===== src/rtl/core/periodic_and_oneshot_timer_table_unit_macros.svh =====
// Assertion macros shared by the timer table RTL.
`ifndef PERIODIC_AND_ONESHOT_TIMER_TABLE_UNIT_MACROS_SVH
`define PERIODIC_AND_ONESHOT_TIMER_TABLE_UNIT_MACROS_SVH

// Same-cycle implication, checked outside reset.
`define POTT_ASSERT_NOW(label, clk, rst_n, ante, cons, msg) \
	label: assert property (@(posedge clk) disable iff (!rst_n) (ante) |-> (cons)) \
		else $error(msg);

// Next-cycle implication, checked outside reset.
`define POTT_ASSERT_NEXT(label, clk, rst_n, ante, cons, msg) \
	label: assert property (@(posedge clk) disable iff (!rst_n) (ante) |=> (cons)) \
		else $error(msg);

`endif


===== src/rtl/core/pott_pkg.sv =====
// Package with command and status codes and sizes of the timer table.
package pott_pkg;

	// Default number of slots in the table.
	localparam int SLOTS_DEF = 16;

	// Field widths.
	localparam int CMD_W   = 3;
	localparam int ID_W    = 6;
	localparam int ARG_W   = 16;
	localparam int CNT_W   = 16;
	localparam int CLASS_W = 2;
	localparam int STAT_W  = 2;

	// Command codes.
	localparam logic [CMD_W-1:0] CMD_START_DAEMON = 3'd0;
	localparam logic [CMD_W-1:0] CMD_START_FUSE   = 3'd1;
	localparam logic [CMD_W-1:0] CMD_LENGTHEN     = 3'd2;
	localparam logic [CMD_W-1:0] CMD_CANCEL       = 3'd3;
	localparam logic [CMD_W-1:0] CMD_RUN_DAEMONS  = 3'd4;
	localparam logic [CMD_W-1:0] CMD_RUN_FUSES    = 3'd5;

	// Status codes.
	localparam logic [STAT_W-1:0] STAT_OK        = 2'd0;
	localparam logic [STAT_W-1:0] STAT_FULL      = 2'd1;
	localparam logic [STAT_W-1:0] STAT_NOT_FOUND = 2'd2;

	// Result kinds.
	localparam logic KIND_STATUS = 1'b0;
	localparam logic KIND_FIRED  = 1'b1;

	// Special counts and classes.
	localparam logic [CNT_W-1:0]   DAEMON_COUNT = '1;
	localparam logic [CNT_W-1:0]   DEC_ONE      = '1;
	localparam logic [CLASS_W-1:0] CLASS_EMPTY  = '0;

endpackage


===== src/rtl/core/periodic_and_oneshot_timer_table_unit.sv =====
// Timer table: slot store, scanning sequencer, shared count adder and result register.
// Each scanning command visits the slots in order, each slot with a read step, then an evaluate and
// write-back step; start, lengthen and cancel stop at the first matching slot.
// Codes 6 and 7 skip the scan and go straight to the status beat.
// A fired beat that finds the result register full holds the scan until it drains.
// Reset (arst_n low) empties every slot and clears the sequencer and result valid; no sweep.
`include "periodic_and_oneshot_timer_table_unit_macros.svh"

module periodic_and_oneshot_timer_table_unit #(
	parameter int SLOTS = pott_pkg::SLOTS_DEF
) (
	input  logic                               clk,
	input  logic                               arst_n,
	input  logic                               in_valid,
	output logic                               in_ready,
	input  logic [pott_pkg::CMD_W-1:0]         command,
	input  logic [pott_pkg::ID_W-1:0]          action_id,
	input  logic [pott_pkg::ARG_W-1:0]         action_arg,
	input  logic signed [pott_pkg::CNT_W-1:0]  turns,
	input  logic [pott_pkg::CLASS_W-1:0]       slot_class,
	output logic                               out_valid,
	input  logic                               out_ready,
	output logic                               result_kind,
	output logic [pott_pkg::STAT_W-1:0]        status,
	output logic [pott_pkg::ID_W-1:0]          fired_id,
	output logic [pott_pkg::ARG_W-1:0]         fired_arg,
	output logic                               last
);

	localparam int SLOT_W = $clog2(SLOTS);
	localparam logic [SLOT_W-1:0] LAST_IDX = SLOT_W'(SLOTS - 1);
	localparam int CNT_W = pott_pkg::CNT_W;

	// Sequencer state codes.
	localparam logic [1:0] S_IDLE = 2'd0;
	localparam logic [1:0] S_RD   = 2'd1;
	localparam logic [1:0] S_EV   = 2'd2;
	localparam logic [1:0] S_FIN  = 2'd3;

	logic [1:0] state_q;
	logic [SLOT_W-1:0] idx_q;

	// Latched command.
	logic [pott_pkg::CMD_W-1:0]   cmd_q;
	logic [pott_pkg::ID_W-1:0]    id_q;
	logic [pott_pkg::ARG_W-1:0]   arg_q;
	logic [CNT_W-1:0]             turns_q;
	logic [pott_pkg::CLASS_W-1:0] cls_q;
	logic [pott_pkg::STAT_W-1:0]  stat_q;

	// Slot store.
	logic [pott_pkg::CLASS_W-1:0] class_q [SLOTS];
	logic [pott_pkg::ID_W-1:0]    id_mem  [SLOTS];
	logic [pott_pkg::ARG_W-1:0]   arg_mem [SLOTS];
	logic [CNT_W-1:0]             cnt_mem [SLOTS];

	// Slot read stage.
	logic [pott_pkg::CLASS_W-1:0] slot_cls_s1;
	logic [pott_pkg::ID_W-1:0]    slot_id_s1;
	logic [pott_pkg::ARG_W-1:0]   slot_arg_s1;
	logic [CNT_W-1:0]             slot_cnt_s1;

	// Result register.
	logic                         out_valid_q;
	logic                         out_kind_q;
	logic [pott_pkg::STAT_W-1:0]  out_stat_q;
	logic [pott_pkg::ID_W-1:0]    out_id_q;
	logic [pott_pkg::ARG_W-1:0]   out_arg_q;
	logic                         out_last_q;

	logic accept;
	logic out_free;
	logic hit;
	logic emit;
	logic go;
	logic wr_all;
	logic wr_cnt;
	logic clr_cls;
	logic sel_match;
	logic id_match;
	logic [CNT_W-1:0] add_b;
	logic [CNT_W:0]   sum;
	logic [CNT_W-1:0] new_cnt;
	logic [CNT_W-1:0] wr_cnt_val;
	logic [pott_pkg::STAT_W-1:0] miss_stat;

	assign accept   = in_valid && in_ready;
	assign in_ready = (state_q == S_IDLE);
	assign out_free = !out_valid_q || out_ready;

	// Shared adder: adds turns for lengthen, minus one for fuse runs, then saturates.
	assign add_b = (cmd_q == pott_pkg::CMD_RUN_FUSES) ? pott_pkg::DEC_ONE : turns_q;
	assign sum   = {slot_cnt_s1[CNT_W-1], slot_cnt_s1} + {add_b[CNT_W-1], add_b};
	always_comb begin
		if (sum[CNT_W] != sum[CNT_W-1]) begin
			new_cnt = sum[CNT_W] ? {1'b1, {(CNT_W-1){1'b0}}} : {1'b0, {(CNT_W-1){1'b1}}};
		end else begin
			new_cnt = sum[CNT_W-1:0];
		end
	end

	assign sel_match = (cls_q != pott_pkg::CLASS_EMPTY) && (slot_cls_s1 == cls_q);
	assign id_match  = (slot_cls_s1 != pott_pkg::CLASS_EMPTY) && (slot_id_s1 == id_q);

	// Slot evaluation for the command in progress.
	always_comb begin
		hit        = 1'b0;
		emit       = 1'b0;
		wr_all     = 1'b0;
		wr_cnt     = 1'b0;
		clr_cls    = 1'b0;
		wr_cnt_val = new_cnt;
		miss_stat  = pott_pkg::STAT_OK;
		unique case (cmd_q) inside
			pott_pkg::CMD_START_DAEMON, pott_pkg::CMD_START_FUSE: begin
				hit        = (slot_cls_s1 == pott_pkg::CLASS_EMPTY);
				wr_all     = hit;
				wr_cnt_val = (cmd_q == pott_pkg::CMD_START_DAEMON) ?
					pott_pkg::DAEMON_COUNT : turns_q;
				miss_stat  = pott_pkg::STAT_FULL;
			end
			pott_pkg::CMD_LENGTHEN: begin
				hit       = id_match;
				wr_cnt    = hit;
				miss_stat = pott_pkg::STAT_NOT_FOUND;
			end
			pott_pkg::CMD_CANCEL: begin
				hit       = id_match;
				clr_cls   = hit;
				miss_stat = pott_pkg::STAT_NOT_FOUND;
			end
			pott_pkg::CMD_RUN_DAEMONS: begin
				emit = sel_match && (slot_cnt_s1 == pott_pkg::DAEMON_COUNT);
			end
			pott_pkg::CMD_RUN_FUSES: begin
				wr_cnt  = sel_match && !slot_cnt_s1[CNT_W-1] && (slot_cnt_s1 != '0);
				emit    = wr_cnt && (new_cnt == '0);
				clr_cls = emit;
			end
			default: begin
			end
		endcase
	end

	assign go = (state_q == S_EV) && (!emit || out_free);

	// Sequencer.
	always_ff @(posedge clk or negedge arst_n) begin
		if (!arst_n) begin
			state_q <= S_IDLE;
			idx_q   <= '0;
		end else begin
			unique case (state_q)
				S_IDLE: begin
					if (accept) begin
						idx_q <= '0;
						if (command > pott_pkg::CMD_RUN_FUSES) begin
							state_q <= S_FIN;
						end else begin
							state_q <= S_RD;
						end
					end
				end
				S_RD: begin
					state_q <= S_EV;
				end
				S_EV: begin
					if (go) begin
						if (hit || idx_q == LAST_IDX) begin
							state_q <= S_FIN;
						end else begin
							idx_q   <= idx_q + 1'b1;
							state_q <= S_RD;
						end
					end
				end
				S_FIN: begin
					if (out_free) begin
						state_q <= S_IDLE;
					end
				end
				default: begin
					state_q <= S_IDLE;
				end
			endcase
		end
	end

	// Command capture and final status.
	always_ff @(posedge clk) begin
		if (accept) begin
			cmd_q   <= command;
			id_q    <= action_id;
			arg_q   <= action_arg;
			turns_q <= turns;
			cls_q   <= slot_class;
			stat_q  <= pott_pkg::STAT_OK;
		end else if (go) begin
			if (hit) begin
				stat_q <= pott_pkg::STAT_OK;
			end else if (idx_q == LAST_IDX) begin
				stat_q <= miss_stat;
			end
		end
	end

	// Slot class flops, cleared by reset.
	always_ff @(posedge clk or negedge arst_n) begin
		if (!arst_n) begin
			for (int i = 0; i < SLOTS; i++) begin
				class_q[i] <= pott_pkg::CLASS_EMPTY;
			end
		end else if (go) begin
			if (wr_all) begin
				class_q[idx_q] <= cls_q;
			end else if (clr_cls) begin
				class_q[idx_q] <= pott_pkg::CLASS_EMPTY;
			end
		end
	end

	// Slot payload memory: one write and one registered read per cycle.
	always_ff @(posedge clk) begin
		if (go && wr_all) begin
			id_mem[idx_q]  <= id_q;
			arg_mem[idx_q] <= arg_q;
		end
		if (go && (wr_all || wr_cnt)) begin
			cnt_mem[idx_q] <= wr_cnt_val;
		end
		if (state_q == S_RD) begin
			slot_cls_s1 <= class_q[idx_q];
			slot_id_s1  <= id_mem[idx_q];
			slot_arg_s1 <= arg_mem[idx_q];
			slot_cnt_s1 <= cnt_mem[idx_q];
		end
	end

	// Result register: fired beats during the scan, the status beat at the end.
	always_ff @(posedge clk or negedge arst_n) begin
		if (!arst_n) begin
			out_valid_q <= 1'b0;
		end else if ((go && emit) || (state_q == S_FIN && out_free)) begin
			out_valid_q <= 1'b1;
		end else if (out_ready) begin
			out_valid_q <= 1'b0;
		end
	end

	always_ff @(posedge clk) begin
		if (go && emit) begin
			out_kind_q <= pott_pkg::KIND_FIRED;
			out_stat_q <= pott_pkg::STAT_OK;
			out_id_q   <= slot_id_s1;
			out_arg_q  <= slot_arg_s1;
			out_last_q <= 1'b0;
		end else if (state_q == S_FIN && out_free) begin
			out_kind_q <= pott_pkg::KIND_STATUS;
			out_stat_q <= stat_q;
			out_id_q   <= '0;
			out_arg_q  <= '0;
			out_last_q <= 1'b1;
		end
	end

	assign out_valid   = out_valid_q;
	assign result_kind = out_kind_q;
	assign status      = out_stat_q;
	assign fired_id    = out_id_q;
	assign fired_arg   = out_arg_q;
	assign last        = out_last_q;

	// Checks on the sequencer and result ordering.
	`POTT_ASSERT_NEXT(a_accept_starts, clk, arst_n, accept, (state_q == S_RD) || (state_q == S_FIN), "accepted command did not start the sequencer")
	`POTT_ASSERT_NOW(a_fired_in_run, clk, arst_n, out_valid_q && (out_kind_q == pott_pkg::KIND_FIRED), (state_q != S_IDLE) && ((cmd_q == pott_pkg::CMD_RUN_DAEMONS) || (cmd_q == pott_pkg::CMD_RUN_FUSES)), "fired beat outside a run command")
	`POTT_ASSERT_NOW(a_idx_range, clk, arst_n, state_q != S_IDLE, idx_q <= LAST_IDX, "slot index beyond the table")

endmodule


===== config.mk =====
export PLATFORM = sky130hd
export DESIGN_NAME = periodic_and_oneshot_timer_table_unit
export DESIGN_NICKNAME = d
export VERILOG_FILES = /design/src/rtl/core/pott_pkg.sv /design/src/rtl/core/periodic_and_oneshot_timer_table_unit.sv
export VERILOG_INCLUDE_DIRS = /design/src /design/src/rtl/core
export SDC_FILE = /design/constraint.sdc
export NUM_CORES = 1
export LEC_CHECK = 0
export BUFFER_PORTS_ARGS = -buffer_cell sky130_fd_sc_hd__buf_4
export CORE_MARGIN = 2
export CORE_UTILIZATION = 47
export CTS_CLUSTER_SIZE = 25
export DETAILED_ROUTE_END_ITERATION = 8
export GPL_ROUTABILITY_DRIVEN = 1
export SLEW_MARGIN = 20
export SYNTH_ARGS = -nofsm -noshare
export SYNTH_HDL_FRONTEND = slang
export SYNTH_SLANG_ARGS = --single-unit
export TNS_END_PERCENT = 30

===== constraint.sdc =====
create_clock -name clk -period 10.8 [get_ports clk]
set_input_delay 2.7 -clock clk [delete_from_list [all_inputs] [get_ports clk]]
set_output_delay 2.7 -clock clk [all_outputs]
set_load 0.02 [all_outputs]

# After elaboration in Yosys (flattened, before gate mapping)
# Memories as Yosys holds them, arrays and structs flattened. A register that Yosys moved wholly into a read port is not among the register bits.
# Index checks and enable logic that the tools add are counted.
# word_totals
output_inout_bits	28
in_bits	47
mem_count	3
elab_cells	139
register_bits	112
ram_bits	608
# classes
n_eq_ne	17
magnitude_cmp	3
bitwise	3
addsub	2
n_reduce_logical	39
muxes	41
# memory_table
memory	words	width	rd	rd_ports_with_merged_regs	wr	line_no	text
arg_mem	16	16	1	1	1	periodic_and_oneshot_timer_table_unit.sv:54	logic [pott_pkg::ARG_W-1:0] arg_mem [SLOTS];
cnt_mem	16	16	1	1	1	periodic_and_oneshot_timer_table_unit.sv:55	logic [CNT_W-1:0] cnt_mem [SLOTS];
id_mem	16	6	1	1	1	periodic_and_oneshot_timer_table_unit.sv:53	logic [pott_pkg::ID_W-1:0] id_mem [SLOTS];
# ops
op	count
$mux 16	7
$mux 32	2
$and 32x32->32	1
$bwmux 32	1
$not 32->32	1
$mux 2	10
$add 16x16->17	1
$eq 16x16->1 const B	1
$logic_not 16->1	1
$reduce_bool 16->1	1
$reduce_bool 2->1	7
$logic_and 1x1->1	13
$mux 4	3
$mux 6	2
$bmux 2 s4	1
$demux 2 s4	1
$pmux 1 s2	4
$pmux 2 s4	1
$pmux 4 s2	1
$mux 1	7
$eq 3x2->1 const B	2
$eq 3x3->1 const B	2
$eq 6x6->1	1
$ne 2x2->1 const B	3
other kinds (21)	31

# Logic depth before layout (Yosys ltp)
# logic_depth
ltp_word	14
ltp_mapped	17
ltp_nobuf	14

# Worst setup path before layout
# OpenSTA, ideal clock, no wires.
# synth_path
path_kind	input to register
startpoint	input out_ready
endpoint	memory cnt_mem[9][0], enable pin
t_required_ps	10412
slack_ps	6074
arrival_ps	4338
stages	6
path_cell_list	nand2b_1 -> o21ai_0 -> a21oi_2 -> nand2_1 -> buf_2 -> nor2_1
# synth_between
elab_chain_cells	6
# synth_rtl
item	line_no	text
start: declaration	periodic_and_oneshot_timer_table_unit.sv:22	input logic out_ready,
$logic_or 1x1->1	periodic_and_oneshot_timer_table_unit.sv:89	assign out_free = !out_valid_q || out_ready;
$logic_or 1x1->1	periodic_and_oneshot_timer_table_unit.sv:145	assign go = (state_q == S_EV) && (!emit || out_free);
$logic_and 1x1->1	periodic_and_oneshot_timer_table_unit.sv:145	
$logic_and 1x1->1	periodic_and_oneshot_timer_table_unit.sv:228	if (go && (wr_all || wr_cnt)) begin
$mux 1	periodic_and_oneshot_timer_table_unit.sv:228	
$mux 1 (implied by the code)	periodic_and_oneshot_timer_table_unit.sv:229	cnt_mem[idx_q] <= wr_cnt_val;
end: declaration	periodic_and_oneshot_timer_table_unit.sv:55	
# No other way between the ends.

# Worst setup path in the final report
# layout_path
startpoint	register cmd_q[1] (netlist name)
endpoint	memory cnt_mem[5][8], enable pin
# layout_between
elab_chain_cells	14
elab_cells_between_ends	23
# layout_rtl
item	line_no	text
start: declaration	periodic_and_oneshot_timer_table_unit.sv:44	logic [pott_pkg::CMD_W-1:0] cmd_q;
start signal: assignment	periodic_and_oneshot_timer_table_unit.sv:192	cmd_q <= command;
$eq 3x3->1	periodic_and_oneshot_timer_table_unit.sv:92	assign add_b = (cmd_q == pott_pkg::CMD_RUN_FUSES) ? pott_pkg::DEC_ONE : turns_q;
$mux 16	periodic_and_oneshot_timer_table_unit.sv:92	
$add 16x16->17	periodic_and_oneshot_timer_table_unit.sv:93	assign sum = {slot_cnt_s1[CNT_W-1], slot_cnt_s1} + {add_b[CNT_W-1], add_b};
$mux 16 or $ne 1x1->1 (tied branches)	periodic_and_oneshot_timer_table_unit.sv:96, periodic_and_oneshot_timer_table_unit.sv:95	
$mux 16	periodic_and_oneshot_timer_table_unit.sv:95	if (sum[CNT_W] != sum[CNT_W-1]) begin
$logic_not 16->1	periodic_and_oneshot_timer_table_unit.sv:137	emit = wr_cnt && (new_cnt == '0);
$logic_and 1x1->1	periodic_and_oneshot_timer_table_unit.sv:137	
$pmux 1 s2	periodic_and_oneshot_timer_table_unit.sv:114	unique case (cmd_q) inside
$logic_not 1->1	periodic_and_oneshot_timer_table_unit.sv:145	
$logic_or 1x1->1	periodic_and_oneshot_timer_table_unit.sv:145	
$logic_and 1x1->1	periodic_and_oneshot_timer_table_unit.sv:145	
$logic_and 1x1->1 (*)	periodic_and_oneshot_timer_table_unit.sv:228	
$mux 1 (*)	periodic_and_oneshot_timer_table_unit.sv:228	
$mux 1 (implied by the code) (*)	periodic_and_oneshot_timer_table_unit.sv:229	
# Every way passes the cells marked *; elsewhere a longest branch is shown, timed or not.

==> results summary <==
The cell count after synthesis is roughly 1,500. At the placement stage, the worst setup path has a slack of 4.020 ns. The core footprint came out at 63,200 µm². The sequential share of power came out at 47.6%. The die covers between 60,000 and 70,000 µm².

The number of max-slew violations in the final report is 0. The via count normalized by instance count came out at 5.985. Across the VDD grid, the largest voltage drop is 0.1288 mV. The data required time of the critical path came out at 11.05 ns. The total half-perimeter wirelength after legalization and detailed placement is 40,860 µm. The family of cells with the greatest summed delay on the critical path is simple AND/OR/NAND/NOR gates.

The reg-to-reg setup timing slack is 4.01 ns. The CTS H-tree depth came out at 3. The number of antenna-violating nets in the routed design came out at 0. The number of buffer and inverter stages on the critical path is 1. The root buffer cell chosen for the clock tree is clkbuf_16. The die outline height came out at ~260 µm. The power per unit of standard cell area is 243.9 nW/µm². The maximum number of pins on one net before global-route repair came out at between 100 and 150. The sequential cell area came out at 22,520 µm². The static leakage power is 10.70 nW. The dominant register cell in the synthesized netlist is edfxtp_1. The via count of the first global-routing pass is 14,810. The filler cells instantiated in the layout total between 4,000 and 5,000.

The maximum fanout along the worst path is 17. The number of stages on the worst setup path is 14. The DRC violation count after routing is 0. The aggregate global-route resource usage came out at a little over a fifth. The clock tree skew after final layout came out at 0.02603 ns.

Dividing the detail-routed wire length by the instance count gives approximately 28 µm. For this design, the slowest cell found on the critical path is nor2_2. The routed layout has approximately 15,000 vias. The maximum clock frequency is 0.1473 GHz. The number of antenna diodes is 0.

The final worst-path setup slack came out at 4.013 ns. The commonest non-fill, non-tap cell in the layout is edfxtp_1. The clock input transition at the sequential cells of the worst setup and hold paths is 0.06 ns. The post-placement cell count came out at approximately 2,300. The final-stage net count is 1,631.

The hold buffer count at CTS came out at 0. After synthesis the netlist holds a flip-flop and latch count of 758. The number of buffers inserted by post-CTS setup repair is 0. TritonCTS built the clock tree. The transition time at the pin with the least slew margin is 1.140 ns.

The count of cells resized by post-cts repair is 0. The floorplan has 92 rows. The worst setup path is launched from a flop.

For this run, the share of the core covered by cells in the final layout is 54.22%. The number of cells traversed by the worst register-to-register path is 14. The path class of the tightest hold or removal check is reg2reg. The post-synthesis average cell area came out at 20.65 µm². The count of endpoints failing setup in the final report came out at 0. The floorplan die width is 257.1 µm. The clock period minus worst slack is roughly 6.8 ns.

The cell area that synthesis handed to floorplanning was ~30,000 µm². The final routed wirelength across all metal layers is 69,330 µm. The clock latency at the later pin of the worst-skew pair is between 0.6 and 0.7 ns. The count of endpoints failing hold in the final timing report was 0. The count of distinct cell types in the synthesized netlist came out at 71. Setup repair after global routing left no endpoint under its margin. The initial antenna violation count came out at 0.

The first global-routing pass estimated 102,300 µm of wire. The net switching component of the power is 0.002515 W. The starting utilization of the core area came out at a little under half.

Summed over all layers, the global routing overflow is 0. The clock sink count came out at 758. The proportion of layout cells with a drive suffix above 1 came out at 29.75%. The data arrival time of the worst path is 7.04 ns. Buffers inserted during clock tree synthesis total just under 80. The area occupied by multi-input gates came out at 7460 µm².

The number of nets in the synthesized netlist is 1,526. In this design, the stage delay of the slowest critical-path cell is 1.04 ns. Traced cell by cell, the critical path runs through nand3b_1, nand2b_1, ha_1, inv_1, fa_1, nand2b_1, a211oi_2, o21a_1, nor4_2, nor4_4, nor4_1, a21oi_2, nand2_1, nor2_2. For this run, the detailed router's first-pass iteration total came to 5. The count of buffers from port buffering came out at 74.

The final hold slack came out at 0.4602 ns. The cell that appears most often on the critical path is nand2b_1. The final standard cell count with taps included and fillers excluded is 2,466.

The count of flip-flops with a built-in enable after synthesis is between 700 and 800. Setup total negative slack on the finished layout was measured at 0 ns. The flow ran to the end, and the final reports show no timing, DRC or antenna violations. For this run, asynchronously set or reset flops after synthesis account for 5.145%. For this block, the initial DRC count from the detailed router was between 1,000 and 1,500.

Net switching is 30.09% of the power. The cell-internal power is 0.005842 W. The relative slew slack is 23.81%. The longest clock path from root to sink contains 3 buffers.

The worst setup path is captured at a flop. The worst setup path is of the reg2reg kind. Combinational logic burns 21.8% of the power. The number of max-capacitance violations reported came out at 0. The clock network fraction of design power is 30.6%. The share of the clock period used by the worst path came out at a little over three fifths. The count of boundary I/O pins came out at 75. Counting instances, the worst hold path has a depth of 2. Routability-driven placement finished with a final weighted congestion of 0.8916. The proportion of synthesized chip area in sequential cells came out at 74.76%. The library cells used most frequently in the layout, excluding fill and tap cells, are 713 x edfxtp_1, 200 x mux4_2, 87 x buf_4, 78 x clkbuf_16, 44 x nor2_1.

Relative to the synthesized area, the layout overhead comes to 13.82%. The count of yosys warnings during synthesis came out at 0.
[layout make-up]
type                            instances  area share, %
Tap cell                              846          3.089
Multi-Input combinational cell        612          21.77
Inverter                               24         0.2666
Sequential cell                       758          65.71
Clock buffer                           93          5.890
Clock inverter                         43          1.172
Timing Repair Buffer                   90          2.103
[stage by stage]
step	area (µm²)	total power (W)
finish	34270	0.008357
CTS	34220	0.008406
global placement	31800	0.005835
detailed placement	31800	0.005863
floorplan	30110	0.005076
global route	34270	0.008673
[cell usage after synthesis, drive strengths merged (2+ instances only)]
library cell	n	area, µm²
inv	24	90.08
o21bai	2	15.01
o21ai	17	85.08
and2	23	143.9
o2111ai	2	23.77
xnor2	8	70.07
and3	4	25.02
o2bb2ai	32	280.3
nand3	25	160.2
mux2	2	26.27
nor2	77	291.5
or3	4	30.03
dfxtp	6	120.1
o41ai	3	45.05
o21a	6	45.04
a211oi	4	40.03
nand2b	25	156.4
a21oi	34	173.9
mux2i	6	60.06
nor3	6	30.03
a31oi	3	25.02
o211ai	3	22.52
dfrtp	39	975.9
nor4	10	90.08
nor2b	4	25.02
nand2	39	146.4
nand4b	2	17.52
ha	20	250.2
edfxtp	713	21410
a31o	2	17.52
a21o	4	30.03
mux4	200	4504
xor2	8	70.07
nand4	16	118.9
o31ai	2	33.78
clkbuf	38	142.6
buf	26	122.6
or2	4	25.02
[logic make-up after synthesis]
group	Yosys count	share of synthesized area (%)
buf+inv	88	1.180
mux	208	15.25
flops	758	74.76
compound gates	123	3.121
simple gates	244	4.327
xor+xnor	16	0.4655
fa+ha+maj	21	0.8977
[per-layer routing]
metal / track usage (%) / share of wire, % / up-vias
li1: - / - / 6249
met1: 32.97 / 45 / 7875
met2: 32.05 / 46 / 545
met3: 3.861 / 6.5 / 90
met4: 5.265 / 1.9 / 0
met5: 0 / 0 / -
[power groups by stage]
| stage | clock, W | combinational (W) | sequential (W) |
|---|---|---|---|
| after floorplan | 0 | 0.00111 | 0.00397 |
| after global placement | 0 | 0.00180 | 0.00403 |
| after detailed placement | 0 | 0.00182 | 0.00404 |
| after CTS | 0.00260 | 0.00182 | 0.00398 |
| after global routing | 0.00271 | 0.00196 | 0.00400 |
| final | 0.00256 | 0.00182 | 0.00398 |
[worst paths after layout]
path	endpoint	start
setup reg to reg	cnt_mem[5][8]$_DFFE_PP_	cmd_q[1]$_DFFE_PP_
hold reg to reg	last$_SDFFE_PP0P_	last$_SDFFE_PP0P_
setup / recovery	cnt_mem[5][8]$_DFFE_PP_	cmd_q[1]$_DFFE_PP_
max in group asynchronous	idx_q[1]$_DFFE_PN0P_	arst_n
hold / removal	last$_SDFFE_PP0P_	last$_SDFFE_PP0P_
min in group asynchronous	state_q[1]$_DFFE_PN0P_	arst_n
[worst register-to-register path, stage by stage, from the launching register on]
cell and delay [ns]:
edfxtp_1 0.46, nand3b_1 0.67, nand2b_1 0.29, ha_1 0.22
inv_1 0.07, fa_1 0.42, nand2b_1 0.20, a211oi_2 0.35
o21a_1 0.29, nor4_2 0.09, nor4_4 0.30, nor4_1 0.19
a21oi_2 0.86, nand2_1 0.96, nor2_2 1.06
[state kept, by name, summed over array words and instances (netlist names)]
name	cells
arg_mem	256
arg_q	16
class_q	32
cls_q	2
cmd_q	3
cnt_mem	256
fired_arg	16
fired_id	6
id_mem	96
id_q	6
idx_q	4
last	1
out_valid	1
result_kind	1
slot_arg_s1	16
slot_cls_s1	2
slot_cnt_s1	16
slot_id_s1	6
stat_q	2
state_q	2
status	2
turns_q	16
(Power assumes the default switching activity.)
